File: src/dssm_pkg.sv
`timescale 1ns / 1ps
// Package for the dual stack block: command and status codes and the
// transaction types of the command and result channels. No dependencies.
package dssm_pkg;

    localparam logic [2:0] CMD_PUSH_A = 3'd0;
    localparam logic [2:0] CMD_POP_A  = 3'd1;
    localparam logic [2:0] CMD_PUSH_B = 3'd2;
    localparam logic [2:0] CMD_POP_B  = 3'd3;
    localparam logic [2:0] CMD_DUMP_A = 3'd4;
    localparam logic [2:0] CMD_DUMP_B = 3'd5;

    localparam logic [1:0] ST_OK        = 2'd0;
    localparam logic [1:0] ST_OVERFLOW  = 2'd1;
    localparam logic [1:0] ST_UNDERFLOW = 2'd2;
    localparam logic [1:0] ST_EMPTY     = 2'd3;

    typedef struct packed {
        logic [2:0]         command;
        logic signed [31:0] push_value;
    } t_cmd_item;

    typedef struct packed {
        logic signed [31:0] data_out;
        logic [1:0]         status;
        logic               last;
    } t_result_item;

endpackage

File: src/dssm_mem.sv
`timescale 1ns / 1ps
// Single-port word memory shared by both stacks, with a registered read.
// Depends on nothing but its DEPTH parameter.
module dssm_mem #(
    parameter int DEPTH = 64
) (
    input  logic                     i_clk,
    input  logic                     i_we,
    input  logic                     i_re,
    input  logic [$clog2(DEPTH)-1:0] i_addr,
    input  logic [31:0]              i_wdata,
    output logic [31:0]              o_rdata
);

    logic [31:0] r_mem [DEPTH];
    logic [31:0] r_rdata;

    always_ff @(posedge i_clk) begin
        if (i_we) begin
            r_mem[i_addr] <= i_wdata;
        end
        if (i_re) begin
            r_rdata <= r_mem[i_addr];
        end
    end

    assign o_rdata = r_rdata;

endmodule

File: src/dual_stack_shared_memory.sv
`timescale 1ns / 1ps
// Top level of the dual stack block: command sequencer, stack counters and
// the shared pointer unit. Depends on dssm_pkg and dssm_mem.
//
// Two LIFO stacks live in one memory of DEPTH words: stack A grows up from
// word 0 and stack B grows down from word DEPTH-1. A command transaction is
// taken at a rising edge where start is high and busy is low. Results appear
// on o_result for exactly one cycle, marked by o_valid; the receiver cannot
// stall them, so it must take each one as it comes.
// A push or a pop gives a single result, valid in the cycle after the
// command, and a new command may follow in every cycle. A dump
// walks the stack with one memory read per cycle, so a dump of n entries
// gives n results in consecutive cycles and holds busy high while it issues
// every read after the first; a dump of an empty stack gives one result.
// Unused command codes are taken and give no result.
// The synchronous reset empties both stacks; memory contents are left as
// they are and are never read before written.
module dual_stack_shared_memory
    import dssm_pkg::*;
#(
    parameter int DEPTH = 64
) (
    input  logic         i_clk,
    input  logic         i_rst_n,
    input  logic         start,
    output logic         busy,
    input  t_cmd_item    i_item,
    output logic         o_valid,
    output t_result_item o_result
);

    localparam int AW = $clog2(DEPTH);
    localparam int CW = $clog2(DEPTH + 1);

    typedef enum logic [1:0] {
        S_IDLE = 2'b01,
        S_DUMP = 2'b10
    } t_state;

    t_state         r_state, n_state;
    logic [CW-1:0]  r_cnt_a, n_cnt_a;
    logic [CW-1:0]  r_cnt_b, n_cnt_b;
    logic [AW-1:0]  r_ptr, n_ptr;
    logic [CW-1:0]  r_left, n_left;
    logic           r_up, n_up;
    logic           r_valid, n_valid;
    logic [31:0]    r_data, n_data;
    logic [1:0]     r_status, n_status;
    logic           r_last, n_last;
    logic           r_from_mem, n_from_mem;

    logic           mem_we;
    logic           mem_re;
    logic [AW-1:0]  mem_addr;
    logic [31:0]    mem_rdata;

    logic [CW:0]    w_sum;
    logic           w_full;
    logic [CW-1:0]  w_top_a;
    logic [CW-1:0]  w_top_b;
    logic [CW-1:0]  w_free_b;

    dssm_mem #(
        .DEPTH(DEPTH)
    ) u_mem (
        .i_clk  (i_clk),
        .i_we   (mem_we),
        .i_re   (mem_re),
        .i_addr (mem_addr),
        .i_wdata(i_item.push_value),
        .o_rdata(mem_rdata)
    );

    assign busy     = (r_state == S_DUMP);
    assign w_sum    = {1'b0, r_cnt_a} + {1'b0, r_cnt_b};
    assign w_full   = (w_sum >= (CW+1)'(DEPTH));
    assign w_top_a  = r_cnt_a - CW'(1);
    assign w_top_b  = CW'(DEPTH) - r_cnt_b;
    assign w_free_b = w_top_b - CW'(1);

    always_comb begin
        n_state    = r_state;
        n_cnt_a    = r_cnt_a;
        n_cnt_b    = r_cnt_b;
        n_ptr      = r_ptr;
        n_left     = r_left;
        n_up       = r_up;
        n_valid    = 1'b0;
        n_data     = '0;
        n_status   = ST_OK;
        n_last     = 1'b1;
        n_from_mem = 1'b0;
        mem_we     = 1'b0;
        mem_re     = 1'b0;
        mem_addr   = r_ptr;
        case (r_state)
            S_IDLE: begin
                if (start) begin
                    case (i_item.command)
                        CMD_PUSH_A: begin
                            n_valid = 1'b1;
                            if (w_full) begin
                                n_status = ST_OVERFLOW;
                            end else begin
                                mem_we   = 1'b1;
                                mem_addr = r_cnt_a[AW-1:0];
                                n_cnt_a  = r_cnt_a + CW'(1);
                            end
                        end
                        CMD_PUSH_B: begin
                            n_valid = 1'b1;
                            if (w_full) begin
                                n_status = ST_OVERFLOW;
                            end else begin
                                mem_we   = 1'b1;
                                mem_addr = w_free_b[AW-1:0];
                                n_cnt_b  = r_cnt_b + CW'(1);
                            end
                        end
                        CMD_POP_A: begin
                            n_valid = 1'b1;
                            if (r_cnt_a == '0) begin
                                n_data   = '1;
                                n_status = ST_UNDERFLOW;
                            end else begin
                                mem_re     = 1'b1;
                                mem_addr   = w_top_a[AW-1:0];
                                n_from_mem = 1'b1;
                                n_cnt_a    = w_top_a;
                            end
                        end
                        CMD_POP_B: begin
                            n_valid = 1'b1;
                            if (r_cnt_b == '0) begin
                                n_data   = '1;
                                n_status = ST_UNDERFLOW;
                            end else begin
                                mem_re     = 1'b1;
                                mem_addr   = w_top_b[AW-1:0];
                                n_from_mem = 1'b1;
                                n_cnt_b    = r_cnt_b - CW'(1);
                            end
                        end
                        CMD_DUMP_A: begin
                            n_valid = 1'b1;
                            if (r_cnt_a == '0) begin
                                n_status = ST_EMPTY;
                            end else begin
                                mem_re     = 1'b1;
                                mem_addr   = w_top_a[AW-1:0];
                                n_from_mem = 1'b1;
                                n_last     = (r_cnt_a == CW'(1));
                                n_ptr      = w_top_a[AW-1:0] - AW'(1);
                                n_left     = w_top_a;
                                n_up       = 1'b0;
                                if (r_cnt_a != CW'(1)) begin
                                    n_state = S_DUMP;
                                end
                            end
                        end
                        CMD_DUMP_B: begin
                            n_valid = 1'b1;
                            if (r_cnt_b == '0) begin
                                n_status = ST_EMPTY;
                            end else begin
                                mem_re     = 1'b1;
                                mem_addr   = w_top_b[AW-1:0];
                                n_from_mem = 1'b1;
                                n_last     = (r_cnt_b == CW'(1));
                                n_ptr      = w_top_b[AW-1:0] + AW'(1);
                                n_left     = r_cnt_b - CW'(1);
                                n_up       = 1'b1;
                                if (r_cnt_b != CW'(1)) begin
                                    n_state = S_DUMP;
                                end
                            end
                        end
                        default: begin
                        end
                    endcase
                end
            end
            S_DUMP: begin
                n_valid    = 1'b1;
                mem_re     = 1'b1;
                mem_addr   = r_ptr;
                n_from_mem = 1'b1;
                n_last     = (r_left == CW'(1));
                n_ptr      = r_up ? (r_ptr + AW'(1)) : (r_ptr - AW'(1));
                n_left     = r_left - CW'(1);
                if (r_left == CW'(1)) begin
                    n_state = S_IDLE;
                end
            end
            default: begin
                n_state = S_IDLE;
            end
        endcase
    end

    always_ff @(posedge i_clk) begin
        if (!i_rst_n) begin
            r_state    <= S_IDLE;
            r_cnt_a    <= '0;
            r_cnt_b    <= '0;
            r_valid    <= 1'b0;
            r_from_mem <= 1'b0;
        end else begin
            r_state    <= n_state;
            r_cnt_a    <= n_cnt_a;
            r_cnt_b    <= n_cnt_b;
            r_valid    <= n_valid;
            r_from_mem <= n_from_mem;
        end
        r_ptr    <= n_ptr;
        r_left   <= n_left;
        r_up     <= n_up;
        r_data   <= n_data;
        r_status <= n_status;
        r_last   <= n_last;
    end

    assign o_valid           = r_valid;
    assign o_result.data_out = r_from_mem ? mem_rdata : r_data;
    assign o_result.status   = r_status;
    assign o_result.last     = r_last;

    a_fill_bound: assert property (@(posedge i_clk) disable iff (!i_rst_n)
        w_sum <= (CW+1)'(DEPTH))
        else $error("Stack counters exceed the memory depth.");

    a_dump_emits: assert property (@(posedge i_clk) disable iff (!i_rst_n)
        (r_state == S_DUMP) |=> o_valid)
        else $error("Dump cycle gave no result.");

    a_run_continues: assert property (@(posedge i_clk) disable iff (!i_rst_n)
        (o_valid && !o_result.last) |-> (r_state == S_DUMP))
        else $error("Result run ended without a final result.");

    a_cmd_answered: assert property (@(posedge i_clk) disable iff (!i_rst_n)
        (start && !busy && (i_item.command <= CMD_DUMP_B)) |=> o_valid)
        else $error("Valid command gave no result.");

endmodule

File: config.mk
export PLATFORM = sky130hd
export DESIGN_NAME = dual_stack_shared_memory
export DESIGN_NICKNAME = d
export VERILOG_FILES = /design/src/dssm_pkg.sv /design/src/dssm_mem.sv /design/src/dual_stack_shared_memory.sv
export SDC_FILE = /design/constraint.sdc
export NUM_CORES = 2
export LEC_CHECK = 0
export BUFFER_PORTS_ARGS = -buffer_cell sky130_fd_sc_hd__buf_2
export CAP_MARGIN = 20
export CORE_AREA = 3 3 443 445
export DETAILED_ROUTE_END_ITERATION = 7
export DIE_AREA = 0 0 446 448
export GPL_ROUTABILITY_DRIVEN = 0
export PLACE_DENSITY_LB_ADDON = 0.12
export SLEW_MARGIN = 20
export SYNTH_ARGS = -nofsm -noshare
export SYNTH_HDL_FRONTEND = slang
export SYNTH_HIERARCHICAL = 1
export SYNTH_SLANG_ARGS = --single-unit
File: constraint.sdc
create_clock -name i_clk -period 8.8 [get_ports i_clk]
set_input_delay 1.32 -clock i_clk [delete_from_list [all_inputs] [get_ports i_clk]]
set_output_delay 1.32 -clock i_clk [all_outputs]
set_load 0.02 [all_outputs]
==> key figures <==
Worst setup path
  • R2r setup slk: 1.99 ns
  • FF-to-FF path depth: 12
  • Critical Path Start Type: register
  • Crit. Startpoint: r_cnt_b[0]
  • Slowest stage cell on the critical path: nor2_4
  • Bufs and invs on worst path: 3
  • CP required: 9.34 ns
  • WP data arrival: 7.35 ns
  • CP Capture Type: register
  • Crit-path cells: inv_1, ha_1, xor2_1, mux2_2, a211oi_1, nor4_1, a22oi_2, buf_12, and2_4, nand3_1, nor2_4, buf_4
  • Worst Setup Path Type: reg2reg
  • RR Startpoint: r_cnt_b[0]
  • Delay-heaviest family, CP: simple AND/OR/NAND/NOR gates
  • CP max FO: 73
  • R2R Path End: u_mem/r_mem[47][23]
  • Crit-path max cell delay: 1.06 ns

Timing
  • Min cycle time layout: 6.81 ns
  • Max-slew violation count: 0
  • Setup violators final: 0
  • Post-route clock period utilization: 0.774
  • Setup clock skew after layout: 0.0560 ns
  • Worst hold slack: 0.489 ns
  • RSZ-0062 raised after global routing: false
  • Worst Max-Slew Pin Slew: 1.17 ns
  • Setup_tns: 0 ns
  • Final-report hold violation count: 0
  • Final Worst Setup Slack: 1.99 ns
  • Fmax: 0.147 GHz
  • Slew headroom: 0.214

Clocking
  • CTS Hold Bufs: 0
  • CTS tree: yes
  • Clk buf depth: 3
  • CTS resizes: 0
  • Post-CTS setup repair buffer count: 0
  • Clock tree root buffer cell: clkbuf_16
  • H-Tree Depth: 4
  • Worst-path clk slew: 0.06 ns
  • CTS Buf Count: 217
  • Skew-Pair Late Insertion Delay: 0.87 ns
  • Sink Count: 2116

Global routing
  • Overall Global Routing Usage: 0.271
  • Largest net degree at the start of global routing: 124
  • Met2 Usage GRT: 0.408
  • Antenna violations before repair: 12
  • First-pass GRT wire length: 382 mm
  • M3 GR Usage: 0.0523
  • Vias in the first global route: 47400
  • GRT Max-Usage Layer: met2
  • M1 GR Usage: 0.395
  • Overflow after GRT: 0

Placement
  • Post-DP HPWL: 166 mm
  • Placed Area: 87000 um2
  • IO buf count: 74
  • Dpl ws: 1.67 ns

Power
  • Total internal power: 0.0166 W
  • VDD IR max: 0.166 mV
  • Sw frac: 0.259
  • Comb pwr share: 0.117
  • Sequential power share: 0.499
  • Clock power frac: 0.384
  • Power Dens Cells: 239 nW/um2
  • Leakage dissipation: 29.4 nW
  • Net Sw Power: 0.00578 W

Cells and area
  • Layout fillers: 16200
  • Final #Nets: 5092
  • Commonest cells after routing, fill and taps aside: edfxtp_1 (2094), a221oi_1 (315), a22oi_1 (298)
  • Syn-to-layout area delta: 12.9%
  • Most common cell after layout, fill and taps aside: edfxtp_1
  • Sequential cell area: 63300 um2
  • Area occupied by multi-input gates: 18200 um2
  • Fin area: 93500 um2
  • Finished Core Util: 0.485
  • Layout cell share with drive strength beyond 1: 0.153

Synth
  • Number of enable flip-flop cells after synthesis: 2094
  • Synth warn: 6
  • Post-synthesis sequential area ratio: 0.765
  • Async S/R FF share, synth: 0
  • Number of distinct library cells after synthesis: 88
  • Synthesis-stage register bit count: 2116
  • Syn_nets: 4955
  • Synthesized area: 82800 um2
  • Cells after Synth: 4893
  • Mapped Avg Cell Area: 16.9 um2
  • Primary FF master, synth: edfxtp_1

Die
  • CORE AREA: 193000 um2
  • Die area: 200000 um2
  • Die W: 446 um
  • Io pins: 75
  • Die height: 448 um
  • Placement Rows: 161
  • Initial core utilization: 0.430

Hold path
  • Worst hold-check path type: reg2reg
  • Hold EP: r_state[1]
  • Worst hold path stage count: 2
  • Start point of the worst hold path: r_state[1]

Detailed routing
  • Routed vias/inst: 6.44
  • DR iter-0 viols: 7111
  • DRT Wirelength: 275 mm
  • Routed via count: 49700
  • Remaining DRCs: 0
  • Post-route ant nets: 0
  • DRT Pass-1 Iters: 6
  • Routed length per placed instance: 35.5 um

Status
  • Outcome: finished clean

Job
  • Max-cap violations: 0
## worst max path at each step
stage               slack, ns  cells past startpoint             endpoint
detailed placement       1.67                     11  u_mem/r_mem[47][15]
global placement         1.42                     12     u_mem/o_rdata[5]
CTS                      2.13                     12  u_mem/r_mem[47][15]
finish                   1.99                     12  u_mem/r_mem[47][23]
global route             1.72                     12  u_mem/r_mem[47][11]
floorplan                3.09                     14   u_mem/r_mem[15][0]
## cell usage after synthesis (12+ instances only)
library cell / number / share of area
dfxtp_1: 22 / 0.0053
or3_1: 15 / 0.0011
or4_1: 15 / 0.0014
mux4_2: 45 / 0.012
o22ai_1: 134 / 0.010
nor3_1: 49 / 0.0030
a22oi_1: 299 / 0.027
mux2_1: 13 / 0.0018
buf_1: 37 / 0.0017
mux2_2: 77 / 0.010
nor2b_1: 13 / 0.00098
clkbuf_1: 147 / 0.0067
nand2b_1: 26 / 0.0020
ha_1: 22 / 0.0033
buf_4: 25 / 0.0023
a221o_1: 16 / 0.0019
a21o_1: 27 / 0.0024
inv_1: 26 / 0.0012
o21ai_0: 119 / 0.0072
o211ai_1: 16 / 0.0015
mux2i_1: 185 / 0.022
a221oi_1: 315 / 0.033
buf_6: 20 / 0.0027
xnor2_1: 16 / 0.0017
o2111ai_1: 12 / 0.0013
a21oi_1: 188 / 0.011
a222oi_1: 37 / 0.0045
a211oi_1: 60 / 0.0054
nor2_1: 219 / 0.0099
a2111oi_0: 22 / 0.0023
o221ai_1: 26 / 0.0027
nand3_1: 31 / 0.0019
a211o_1: 16 / 0.0017
nand4_1: 18 / 0.0014
edfxtp_1: 2094 / 0.76
buf_2: 140 / 0.0085
nand2_1: 185 / 0.0084
xor2_1: 14 / 0.0015
a22o_1: 18 / 0.0019
## stage by stage
stage	cells	total power, W
detailed placement	7337	0.0139
global route	7727	0.0230
finish	7728	0.0224
floorplan	4893	0.0128
CTS	7725	0.0225
global placement	7333	0.0139
## power by group through the flow
stage / registers [W] / clock network (W) / logic, W
3_5_place_dp: 0.0114 / 0 / 0.00257
2_1_floorplan: 0.0114 / 0 / 0.00141
5_1_grt: 0.0112 / 0.00912 / 0.00273
3_3_place_gp: 0.0114 / 0 / 0.00257
6_report: 0.0112 / 0.00858 / 0.00262
4_1_cts: 0.0112 / 0.00872 / 0.00258
## kinds of logic (layout without fill, tap and decap cells)
family / Yosys count / in the layout / share of synthesized area
other: 0 / 3 / 0
flip-flops: 2116 / 2116 / 0.765
multiplexers: 321 / 321 / 0.0470
buffers and inverters: 398 / 704 / 0.0232
AO/OA/AOI/OAI: 1372 / 1372 / 0.123
adder cells (fa/ha/maj): 25 / 25 / 0.00393
XOR/XNOR: 30 / 30 / 0.00317
AND/OR/NAND/NOR: 631 / 631 / 0.0354
## state kept, by name (all words and copies together) (netlist names)
name and cells:
r_up 1, r_state 2, u_mem/r_mem 2048, r_data 1, r_left 7, r_last 1
u_mem/o_rdata 32, o_valid 1, r_cnt_a 7, r_status 2, r_cnt_b 7, r_from_mem 1
r_ptr 6
## routing by layer
layer  wire length (um)  share of wire  vias up
met1             116000           0.42    26000
met2             123000           0.45     2723
met5                 23       0.000084        -
met3              26300          0.096      447
li1                   -              -    20600
met4               9980          0.036        4
## area by class of cell
type                       count  area share
tap                         2526      0.0338
inverter                      28     0.00118
sequential                  2116       0.677
clock inverter               115     0.00909
clock buffer                 273      0.0606
timing repair buffer         288      0.0230
antenna                        3   0.0000803
multi-input combinational   2379       0.195
## worst reg2reg max path: cells and delay by family (launching register included)
family	cells	cell delay, ns
AO/OA/AOI/OAI	2	0.77
adder cells (fa/ha/maj)	1	0.62
AND/OR/NAND/NOR	4	2.96
XOR/XNOR	1	0.14
flip-flops	1	0.76
multiplexers	1	0.29
buffers and inverters	3	0.99
No activity file was read; power rests on OpenSTA's default activity.
